===== src/design/bfish_pkg.sv =====
// ----------------------------------------------------------------------------
// bfish_pkg
// Shared types and constants of the Blowfish CBC cipher block.
// ----------------------------------------------------------------------------
`default_nettype none

package bfish_pkg;

    localparam int MaxKeyBytes = 56;
    localparam int NumSubkeys  = 18;
    localparam int NumRounds   = 16;
    localparam int BoxSize     = 256;
    localparam int NumBoxes    = 4;
    localparam int TableWords  = NumSubkeys + NumBoxes * BoxSize;
    // encryptions of the key schedule: P pairs first, then S pairs
    localparam int KsPBlocks   = NumSubkeys / 2;
    localparam int KsBlocks    = KsPBlocks + NumBoxes * BoxSize / 2;
    localparam int KeyXBytes   = NumSubkeys * 4;

    localparam int KeyAw  = $clog2(MaxKeyBytes);
    localparam int KeyLw  = 6;
    localparam int PAw    = $clog2(NumSubkeys);
    localparam int SAw    = $clog2(NumBoxes * BoxSize);
    localparam int BoxAw  = $clog2(BoxSize);
    localparam int BoxSw  = $clog2(NumBoxes);
    localparam int RndW   = $clog2(NumRounds);
    localparam int KsW    = $clog2(KsBlocks + 1);
    localparam int KcW    = $clog2(KeyXBytes + 1);
    localparam int IdxW   = 11;
    localparam int ActW   = 3;
    localparam int InDw   = 120;

    localparam logic [ActW-1:0] ACT_LOAD_TAB = 3'd0;
    localparam logic [ActW-1:0] ACT_LOAD_KEY = 3'd1;
    localparam logic [ActW-1:0] ACT_EXPAND   = 3'd2;
    localparam logic [ActW-1:0] ACT_ENCRYPT  = 3'd3;
    localparam logic [ActW-1:0] ACT_DECRYPT  = 3'd4;
    localparam logic [ActW-1:0] ACT_SET_IV   = 3'd5;

    localparam logic [0:0] REG_KEY_LEN = 1'b0;
    localparam logic [0:0] REG_CHAIN   = 1'b1;

    typedef struct packed {
        logic              ld_tab;
        logic              ld_key;
        logic              set_iv;
        logic              start_blk;
        logic              blk_clear;
        logic              rnd_go;
        logic              rnd_first;
        logic [PAw-1:0]    p_idx;
        logic              dec;
        logic              fin;
        logic              fin_out;
        logic              fin_ppair;
        logic [PAw-2:0]    p_pair;
        logic              fin_shi;
        logic              s_lo;
        logic [SAw-1:0]    s_idx;
        logic              key_rd;
        logic [KeyAw-1:0]  key_addr;
        logic              key_acc;
        logic              key_done;
        logic [PAw-1:0]    key_widx;
    } t_cmd;

    typedef struct packed {
        logic out_free;
    } t_sts;

endpackage

`default_nettype wire


===== src/design/bfish_ctrl.sv =====
// ----------------------------------------------------------------------------
// bfish_ctrl
// Sequencer: item decode, round counter, key mixing and key schedule steps.
// ----------------------------------------------------------------------------
`default_nettype none

module bfish_ctrl
    import bfish_pkg::*;
(
    input  wire logic             i_clk,
    input  wire logic             i_rst_n,
    input  wire logic             i_valid,
    output logic                  o_ready,
    input  wire logic [ActW-1:0]  i_action,
    input  wire logic [KeyLw-1:0] i_key_len,
    input  wire t_sts             i_sts,
    output t_cmd                  o_cmd
);

    localparam logic [2:0] ST_IDLE  = 3'd0;
    localparam logic [2:0] ST_KEYX  = 3'd1;
    localparam logic [2:0] ST_ROUND = 3'd2;
    localparam logic [2:0] ST_FINAL = 3'd3;
    localparam logic [2:0] ST_SLO   = 3'd4;

    logic [2:0]       r_st, n_st;
    logic [RndW-1:0]  r_rnd, n_rnd;
    logic [KsW-1:0]   r_ksn, n_ksn;
    logic [KcW-1:0]   r_kc, n_kc;
    logic [KeyAw-1:0] r_pos, n_pos;
    logic             r_dec, n_dec;
    logic             r_ks, n_ks;
    logic             r_kv;
    logic [KcW-1:0]   r_kb;
    logic             acc;
    logic [KsW-1:0]   s_blk;
    logic [KeyAw:0]   pos_inc;

    assign o_ready = (r_st == ST_IDLE);
    assign acc     = i_valid && o_ready;
    assign s_blk   = r_ksn - KsW'(KsPBlocks);
    assign pos_inc = {1'b0, r_pos} + (KeyAw+1)'(1);

    always_comb begin
        n_st  = r_st;
        n_rnd = r_rnd;
        n_ksn = r_ksn;
        n_kc  = r_kc;
        n_pos = r_pos;
        n_dec = r_dec;
        n_ks  = r_ks;
        o_cmd = '0;
        o_cmd.dec       = r_dec;
        o_cmd.p_idx     = r_dec ? PAw'(NumSubkeys - 1) - PAw'(r_rnd) : PAw'(r_rnd);
        o_cmd.rnd_first = (r_rnd == '0);
        o_cmd.p_pair    = r_ksn[PAw-2:0];
        o_cmd.s_idx     = {s_blk[SAw-2:0], 1'b0};
        o_cmd.key_addr  = r_pos;
        o_cmd.key_acc   = r_kv;
        o_cmd.key_done  = r_kv && (r_kb[1:0] == 2'd3);
        o_cmd.key_widx  = r_kb[KcW-1:2];
        unique case (r_st)
            ST_IDLE: begin
                if (acc) begin
                    case (i_action)
                        ACT_LOAD_TAB: o_cmd.ld_tab = 1'b1;
                        ACT_LOAD_KEY: o_cmd.ld_key = 1'b1;
                        ACT_SET_IV:   o_cmd.set_iv = 1'b1;
                        ACT_EXPAND: begin
                            n_st  = ST_KEYX;
                            n_kc  = '0;
                            n_pos = '0;
                        end
                        ACT_ENCRYPT, ACT_DECRYPT: begin
                            o_cmd.start_blk = 1'b1;
                            // direction of the item being taken, not the last one
                            o_cmd.dec = (i_action == ACT_DECRYPT);
                            n_dec = (i_action == ACT_DECRYPT);
                            n_ks  = 1'b0;
                            n_rnd = '0;
                            n_st  = ST_ROUND;
                        end
                        default: ;
                    endcase
                end
            end
            ST_KEYX: begin
                if (r_kc == KcW'(KeyXBytes)) begin
                    o_cmd.blk_clear = 1'b1;
                    n_dec = 1'b0;
                    n_ks  = 1'b1;
                    n_ksn = '0;
                    n_rnd = '0;
                    n_st  = ST_ROUND;
                end else begin
                    o_cmd.key_rd = 1'b1;
                    n_kc  = r_kc + KcW'(1);
                    n_pos = (pos_inc >= {1'b0, i_key_len}) ? '0 : pos_inc[KeyAw-1:0];
                end
            end
            ST_ROUND: begin
                o_cmd.rnd_go = 1'b1;
                n_rnd = r_rnd + RndW'(1);
                if (r_rnd == RndW'(NumRounds - 1)) begin
                    n_st = ST_FINAL;
                end
            end
            ST_FINAL: begin
                if (r_ks) begin
                    o_cmd.fin = 1'b1;
                    if (r_ksn < KsW'(KsPBlocks)) begin
                        o_cmd.fin_ppair = 1'b1;
                        n_ksn = r_ksn + KsW'(1);
                        n_st  = ST_ROUND;
                    end else begin
                        o_cmd.fin_shi = 1'b1;
                        n_st = ST_SLO;
                    end
                end else if (i_sts.out_free) begin
                    o_cmd.fin     = 1'b1;
                    o_cmd.fin_out = 1'b1;
                    n_st = ST_IDLE;
                end
            end
            ST_SLO: begin
                o_cmd.s_lo = 1'b1;
                if (r_ksn == KsW'(KsBlocks - 1)) begin
                    n_st = ST_IDLE;
                end else begin
                    n_ksn = r_ksn + KsW'(1);
                    n_st  = ST_ROUND;
                end
            end
            default: n_st = ST_IDLE;
        endcase
    end

    always_ff @(posedge i_clk) begin
        if (!i_rst_n) begin
            r_st  <= ST_IDLE;
            r_rnd <= '0;
            r_ksn <= '0;
            r_kc  <= '0;
            r_pos <= '0;
            r_dec <= 1'b0;
            r_ks  <= 1'b0;
            r_kv  <= 1'b0;
            r_kb  <= '0;
        end else begin
            r_st  <= n_st;
            r_rnd <= n_rnd;
            r_ksn <= n_ksn;
            r_kc  <= n_kc;
            r_pos <= n_pos;
            r_dec <= n_dec;
            r_ks  <= n_ks;
            // key bytes come back in the cycle after the read
            r_kv  <= o_cmd.key_rd;
            r_kb  <= r_kc;
        end
    end

endmodule

`default_nettype wire


===== config.mk =====
export PLATFORM = sky130hd
export DESIGN_NAME = bfish_ctrl
export DESIGN_NICKNAME = d
export VERILOG_FILES = /design/src/design/bfish_pkg.sv /design/src/design/bfish_ctrl.sv
export SDC_FILE = /design/constraint.sdc
export NUM_CORES = 1
export LEC_CHECK = 0
export ABC_AREA = 1
export BUFFER_PORTS_ARGS = -buffer_cell sky130_fd_sc_hd__buf_2
export CAP_MARGIN = 30
export CORE_MARGIN = 8
export CORE_UTILIZATION = 49
export DETAILED_ROUTE_END_ITERATION = 6
export PLACE_DENSITY = 0.76
export SKIP_LAST_GASP = 1
export SLEW_MARGIN = 5
export SYNTH_ARGS = -nofsm -noshare
export SYNTH_HDL_FRONTEND = slang
export SYNTH_SLANG_ARGS = --single-unit

===== constraint.sdc =====
create_clock -name i_clk -period 3.6 [get_ports i_clk]
set_input_delay 0.72 -clock i_clk [delete_from_list [all_inputs] [get_ports i_clk]]
set_output_delay 0.72 -clock i_clk [all_outputs]
set_load 0.005 [all_outputs]

==> results.sh, run 1 <==
export IMPL_cts_tree="yes"
export IMPL_rsz0062_at_grt="no"
export IMPL_synth_nets=451
export IMPL_antenna_left=0
export IMPL_area_growth_pct=12.3
export IMPL_firstDrtPassIters=4
export IMPL_antenna_found_initial=0
export IMPL_hp_class="reg -> reg"
export IMPL_synthArstFlopShare_pct=0
export IMPL_io_buffers=58
export IMPL_initial_core_util_pct=50.6
export IMPL_critPathRequiredTime_ns=2.88
export IMPL_finalSetupViolations=0
export IMPL_grt_ovfl_total=0
export IMPL_critPathKind="reg -> out"
export IMPL_yosysWarnings=0
export IMPL_fin_crit_ns=2.54
export IMPL_drt_vias_per_instance=4.85
export IMPL_hold_depth=2
export IMPL_design_area_sq_mm=0.00311
export IMPL_rows=27
export IMPL_final_common_cell="nand2_1"
export IMPL_synth_edff_count=0
export IMPL_cts_resized=0
export IMPL_routabilityCongestion=0.889
export IMPL_power_per_cell_area_mw_per_mm2=442
export IMPL_cts_root_buffer_cell="clkbuf_8"
export IMPL_cts_htree_levels=2
export IMPL_ioPinCount=60
export IMPL_rr_startpoint="r_pos[0]$_SDFFE_PN0P_"
export IMPL_worstPathArrival_ns=1.82
export IMPL_ir_worst_vdd_mv=0.220
export IMPL_grt_pass1_vias=2444
export IMPL_hold_buffers=0
export IMPL_cp_start_kind="flip-flop"
export IMPL_holdPathEnd="r_kb[6]$_SDFF_PN0_"
export IMPL_drc=0
export IMPL_grt_first_pass_wirelength_mm=10.5
export IMPL_wl_per_cell_um=11.5
export IMPL_die_area_sq_mm=0.00831
export IMPL_n_fill_cell=534
export IMPL_dp_cells=534
export IMPL_clock_skew_ns=0.00524
export IMPL_core_area_sq_mm=0.00547
export IMPL_synthCells=423
export IMPL_hpwl_mm=4.96
export IMPL_cts_buffers=5
export IMPL_final_hold_viol_count=0
export IMPL_yosysSeqAreaShare_pct=28.9
export IMPL_fin_nets=497
export IMPL_synth_distinct_cells=33
export IMPL_cts_buffer_depth=2
export IMPL_placed_area_sq_mm=0.00301
export IMPL_p_leak_nw=1.60
export IMPL_worstPathMaxFanout=7
export IMPL_netlist_area_sq_mm=0.00277
export IMPL_clock_sinks=40
export IMPL_routed_wl_mm=6.26
export IMPL_drt_initial_drc_count=163
export IMPL_maxSlewViolCount=0
export IMPL_clock_fmax_mhz=394
export IMPL_mostFrequentLayoutCells="105 x nand2_1, 67 x inv_1, 58 x buf_2, 43 x nor2_1, 40 x dfxtp_1"
export IMPL_grt_max_degree=21
export IMPL_avgSynthCellArea_sq_um=6.54
export IMPL_die_y_um=91.2
export IMPL_worst_pin_slew_ns=0.697
export IMPL_r2r_setup_slack_ns=1.46
export IMPL_clkLatencyLatePin_ns=0.29
export IMPL_hold_start="r_kc[6]$_SDFFE_PN0P_"
export IMPL_endpoint_kind="primary output"
export IMPL_ys_flop_type="dfxtp_1"
export IMPL_fp_dieW_um=91.2
export IMPL_finalHoldWorstSlack_ns=0.483
export IMPL_r2r_cells=12
export IMPL_cts_setup_buffers=0
export IMPL_n_antenna_cell=0
export IMPL_drive_above_1_share_pct=18.7
export IMPL_slew_headroom_pct=53.5
export IMPL_fin_cells=542
export IMPL_cap_violations=0
export IMPL_r2r_end="r_pos[1]$_SDFFE_PN0P_"
export IMPL_clk_pin_slew_ns=0.08
export IMPL_grt_usage_pct=14.9
export IMPL_status="finished clean"
export IMPL_synth_seq_cells=40
export IMPL_num_vias=2630
export IMPL_fin_crit_sh_pct=70.5
export IMPL_tns_ns=0
[state kept, by name, indices dropped and copies added (netlist names)]
register	count
r_kv	1
r_kb	7
r_dec	1
r_kc	7
r_pos	6
r_ks	1
r_st	3
r_ksn	10
r_rnd	4
[kinds of logic after synthesis]
| family | count (synthesis) | share of synthesized area (%) |
|---|---|---|
| XOR/XNOR | 17 | 5.38 |
| buffers and inverters | 93 | 14.9 |
| AO/OA/AOI/OAI | 43 | 8.00 |
| other | 1 | 0.135 |
| adder cells (fa/ha/maj) | 15 | 6.78 |
| AND/OR/NAND/NOR | 214 | 35.9 |
| flip-flops | 40 | 28.9 |
[area by class of cell]
type	count	area, sq um	share of cell area, %
clock inverters	1	7.51	0.242
multi-input cells	290	1550	50.0
clock buffers	7	86.3	2.78
well taps	72	90.1	2.90
flip-flops and latches	40	801	25.8
inverters	74	278	8.94
repair buffers	58	290	9.34
[through the flow]
step	util [%]	power [mW]	setup WS, ns
3_5_place_dp	55.1	1.08	1.23
2_1_floorplan	-	0.920	1.54
3_3_place_gp	55.1	1.08	1.26
4_1_cts	56.8	1.39	1.04
6_report	56.8	1.37	1.06
5_1_grt	56.8	1.48	0.876
[power breakdown]
group,internal (mW),switching [mW]
Sequential,0.480,0.0471
Combinational,0.197,0.342
Clock,0.156,0.152
[critical path, cell delays in order, from the launching register on]
cell,delay [ns]
dfxtp_1,0.37
inv_1,0.14
ha_1,0.22
inv_1,0.06
o21ai_0,0.31
nand2_1,0.13
xor2_1,0.16
buf_2,0.14
[synth_stat cells (2+ instances only)]
| cell type | instances | area [sq um] |
|---|---|---|
| xnor2_1 | 2 | 17.5 |
| inv_2 | 7 | 26.3 |
| o21ai_0 | 8 | 40.0 |
| nand3_2 | 3 | 30.0 |
| dfxtp_1 | 40 | 801 |
| nand4_1 | 6 | 37.5 |
| buf_4 | 15 | 113 |
| and3_1 | 2 | 12.5 |
| nand3_1 | 28 | 140 |
| inv_1 | 67 | 251 |
| and2_1 | 2 | 12.5 |
| nor3_1 | 9 | 45.0 |
| nand2_2 | 7 | 43.8 |
| nor2_8 | 2 | 40.0 |
| nand2_1 | 105 | 394 |
| xor2_1 | 15 | 131 |
| ha_1 | 15 | 188 |
| a21oi_1 | 31 | 155 |
| nor2_1 | 43 | 161 |
| clkbuf_1 | 3 | 11.3 |
[worst max path at each step]
stage                                      from        end  slack [ns]
final                     r_ksn[0]$_SDFFE_PN0P_  o_cmd[21]        1.06
after global routing      r_ksn[0]$_SDFFE_PN0P_  o_cmd[21]        0.88
after CTS                 r_ksn[0]$_SDFFE_PN0P_  o_cmd[21]        1.04
after detailed placement            i_action[1]  o_cmd[33]        1.23
after global placement              i_action[1]  o_cmd[33]        1.26
after floorplan                     i_action[1]  o_cmd[33]        1.54
[layer usage]
metal	track usage, %	vias to the layer above	share of wire (%)
met5	0	-	0
met4	6.82	0	1.5
met3	3.54	7	4.7
met2	26.8	57	50
met1	16.0	1173	44
li1	-	1393	-
No activity file was read; power rests on OpenSTA's default activity.
==> run 2: changes to the inputs <==
ABC_AREA = 0   (was 1)
PLACE_DENSITY = 0.8   (was 0.76)
clock period = 2.3 ns   (was 3.6 ns; I/O delays follow)
==> results.sh, run 2 <==
export IMPL_fin_crit_ns=2.32
export IMPL_hp_class="reg -> reg"
export IMPL_fp_dieW_um=88.1
export IMPL_hpwl_mm=4.64
export IMPL_firstDrtPassIters=4
export IMPL_synth_edff_count=0
export IMPL_avgSynthCellArea_sq_um=8.02
export IMPL_clkLatencyLatePin_ns=0.30
export IMPL_maxSlewViolCount=0
export IMPL_area_growth_pct=25.1
export IMPL_critPathRequiredTime_ns=1.84
export IMPL_placed_area_sq_mm=0.00295
export IMPL_totalPowerFinal_mw=1.31
export IMPL_final_common_cell="buf_2"
export IMPL_power_per_cell_area_mw_per_mm2=412
export IMPL_synthArstFlopShare_pct=0
export IMPL_cp_start_kind="flip-flop"
export IMPL_clock_fmax_mhz=430
export IMPL_grt_ovfl_total=0
export IMPL_routed_wl_mm=6.38
export IMPL_core_area_sq_mm=0.00507
export IMPL_routabilityCongestion=0.869
export IMPL_clk_pin_slew_ns=0.08
export IMPL_largest_register_ffs=10
export IMPL_drt_initial_drc_count=86
export IMPL_cts_buffers=5
export IMPL_worstPathArrival_ns=1.86
export IMPL_grt_usage_pct=16.4
export IMPL_rows=26
export IMPL_antenna_found_initial=0
export IMPL_design_area_sq_mm=0.00318
export IMPL_n_antenna_cell=0
export IMPL_violations="negative setup slack"
export IMPL_fin_nets=414
export IMPL_initial_core_util_pct=50.1
export IMPL_netlist_area_sq_mm=0.00254
export IMPL_critPathKind="reg -> out"
export IMPL_endpoint_kind="primary output"
export IMPL_grt_max_degree=29
export IMPL_synthCells=317
export IMPL_die_y_um=88.1
export IMPL_rsz0062_at_grt="yes"
export IMPL_clock_sinks=40
export IMPL_io_buffers=58
export IMPL_synth_distinct_cells=55
export IMPL_synth_nets=345
export IMPL_finalSetupViolations=1
export IMPL_cts_tree="yes"
export IMPL_synth_area_top_cells="dfxtp_1 31%, ha_1 7.4%, nor2_1 4.3%"
export IMPL_num_vias=2469
export IMPL_yosysSeqAreaShare_pct=31.5
export IMPL_regMostFlops="r_ksn"
export IMPL_synthTopCellsByCount="40 x dfxtp_1, 29 x nor2_1, 21 x inv_1"
export IMPL_p_leak_nw=1.42
export IMPL_hold_buffers=0
export IMPL_synth_most_common_cell="dfxtp_1"
export IMPL_biggestRegsByFlops="r_ksn (10), r_kb (7), r_kc (7)"
export IMPL_ioPinCount=60
export IMPL_ir_worst_vdd_mv=0.196
export IMPL_grt_pass1_vias=2332
export IMPL_worst_slack_ns=-0.0247
export IMPL_cts_htree_levels=2
export IMPL_yosysTopAreaCellShare_pct=31.5
export IMPL_cap_violations=0
export IMPL_cts_root_buffer_cell="clkbuf_8"
export IMPL_clock_skew_ns=0.00906
export IMPL_die_area_sq_mm=0.00775
export IMPL_drc=0
export IMPL_fin_crit_sh_pct=101
export IMPL_status="complete, but fails checks"
export IMPL_grt_first_pass_wirelength_mm=10.3
export IMPL_tns_ns=-0.0247
export IMPL_final_hold_viol_count=0
export IMPL_mostFrequentLayoutCells="58 x buf_2, 37 x dfxtp_1, 29 x buf_4, 28 x nor2_1, 20 x inv_1"
export IMPL_cts_buffer_depth=2
export IMPL_drive_above_1_share_pct=32.3
export IMPL_finalHoldWorstSlack_ns=0.506
export IMPL_wl_per_cell_um=14.0
export IMPL_synth_seq_cells=40
export IMPL_ys_flop_type="dfxtp_1"
export IMPL_antenna_left=0
export IMPL_yosysTopAreaCell="dfxtp_1"
export IMPL_yosysWarnings=0
export IMPL_drt_vias_per_instance=5.40
export IMPL_worstPathMaxFanout=2
## run 2: cell count changes after synthesis, moves of 9 or more
cell	before	now
nand2_1	105	19
inv_1	67	21
a21oi_1	31	13
nand3_1	28	11
and2_1	2	16
nor2_1	43	29
nor2b_1	0	10
o21ai_0	8	17
## run 2: final cells by class
class | count | area, sq um
clock buffers | 8 | 90.1
fillers | 459 | 1890
inverters | 21 | 81.3
multi-input cells | 231 | 1610
flip-flops and latches | 40 | 805
well taps | 70 | 87.6
repair buffers | 87 | 508
## run 2: where the power goes
group / total (mW) / switching [mW] / internal, mW
sequential: 0.705 / 0.00742 / 0.697
clock: 0.488 / 0.243 / 0.245
combinational: 0.119 / 0.0686 / 0.0508
## run 2: final timing paths
kind / startpoint / endpoint / slack [ns] / depth (start not counted)
setup / recovery: r_ksn[6]$_SDFFE_PN0P_ / o_cmd[25] / -0.02 / 4
hold / removal: r_kc[6]$_SDFFE_PN0P_ / r_kb[6]$_SDFF_PN0_ / 0.51 / 1
setup reg to reg: r_ksn[6]$_SDFFE_PN0P_ / r_ksn[8]$_SDFFE_PN0P_ / 0.01 / 6
hold reg to reg: r_kc[6]$_SDFFE_PN0P_ / r_kb[6]$_SDFF_PN0_ / 0.51 / 1
## run 2: what timing repair did
item / in CTS / in global routing
setup endpoints to repair: 4 / 15
pin swaps: 1 / 4
gates cloned: 0 / 0
gates resized for setup: 13 / 19
setup buffers: 2 / 2
## run 2: cells by family after synthesis
| group | count (synthesis) | synth area share (%) |
|---|---|---|
| adders and majority gates | 15 | 7.38 |
| muxes | 2 | 0.787 |
| other | 1 | 0.147 |
| AOI/OAI and AO/OA | 65 | 16.8 |
| DFF | 40 | 31.5 |
| and+or+nand+nor | 131 | 28.3 |
| buffers and inverters | 46 | 9.20 |
| xor gates and xnor gates | 17 | 5.85 |
## run 2: metal layers
metal | track usage [%] | vias up | share of wire (%) | wire, um
met5 | 0 | - | 0 | 0
met1 | 19.9 | 1159 | 45 | 2890
met3 | 3.66 | 10 | 4.6 | 291
met2 | 27.7 | 66 | 49 | 3100
li1 | - | 1234 | - | -
met4 | 5.53 | 0 | 1.6 | 102
## run 2: through the flow
| step | setup slack [ns] | std cells | util (%) |
|---|---|---|---|
| detailed placement | 0.0252 | 445 | 58.2 |
| finish | -0.0247 | 457 | 62.7 |
| floorplan | 0.0112 | 317 | - |
| CTS | -0.0600 | 455 | 61.1 |
| global placement | 0.0944 | 445 | 58.2 |
| global route | -0.0895 | 457 | 62.7 |
## run 2: worst max-delay path: stages (launching register included)
cell and delay (ns):
dfxtp_2 0.33, or4_4 0.54, or4_4 0.44, nor2b_4 0.15, buf_2 0.13
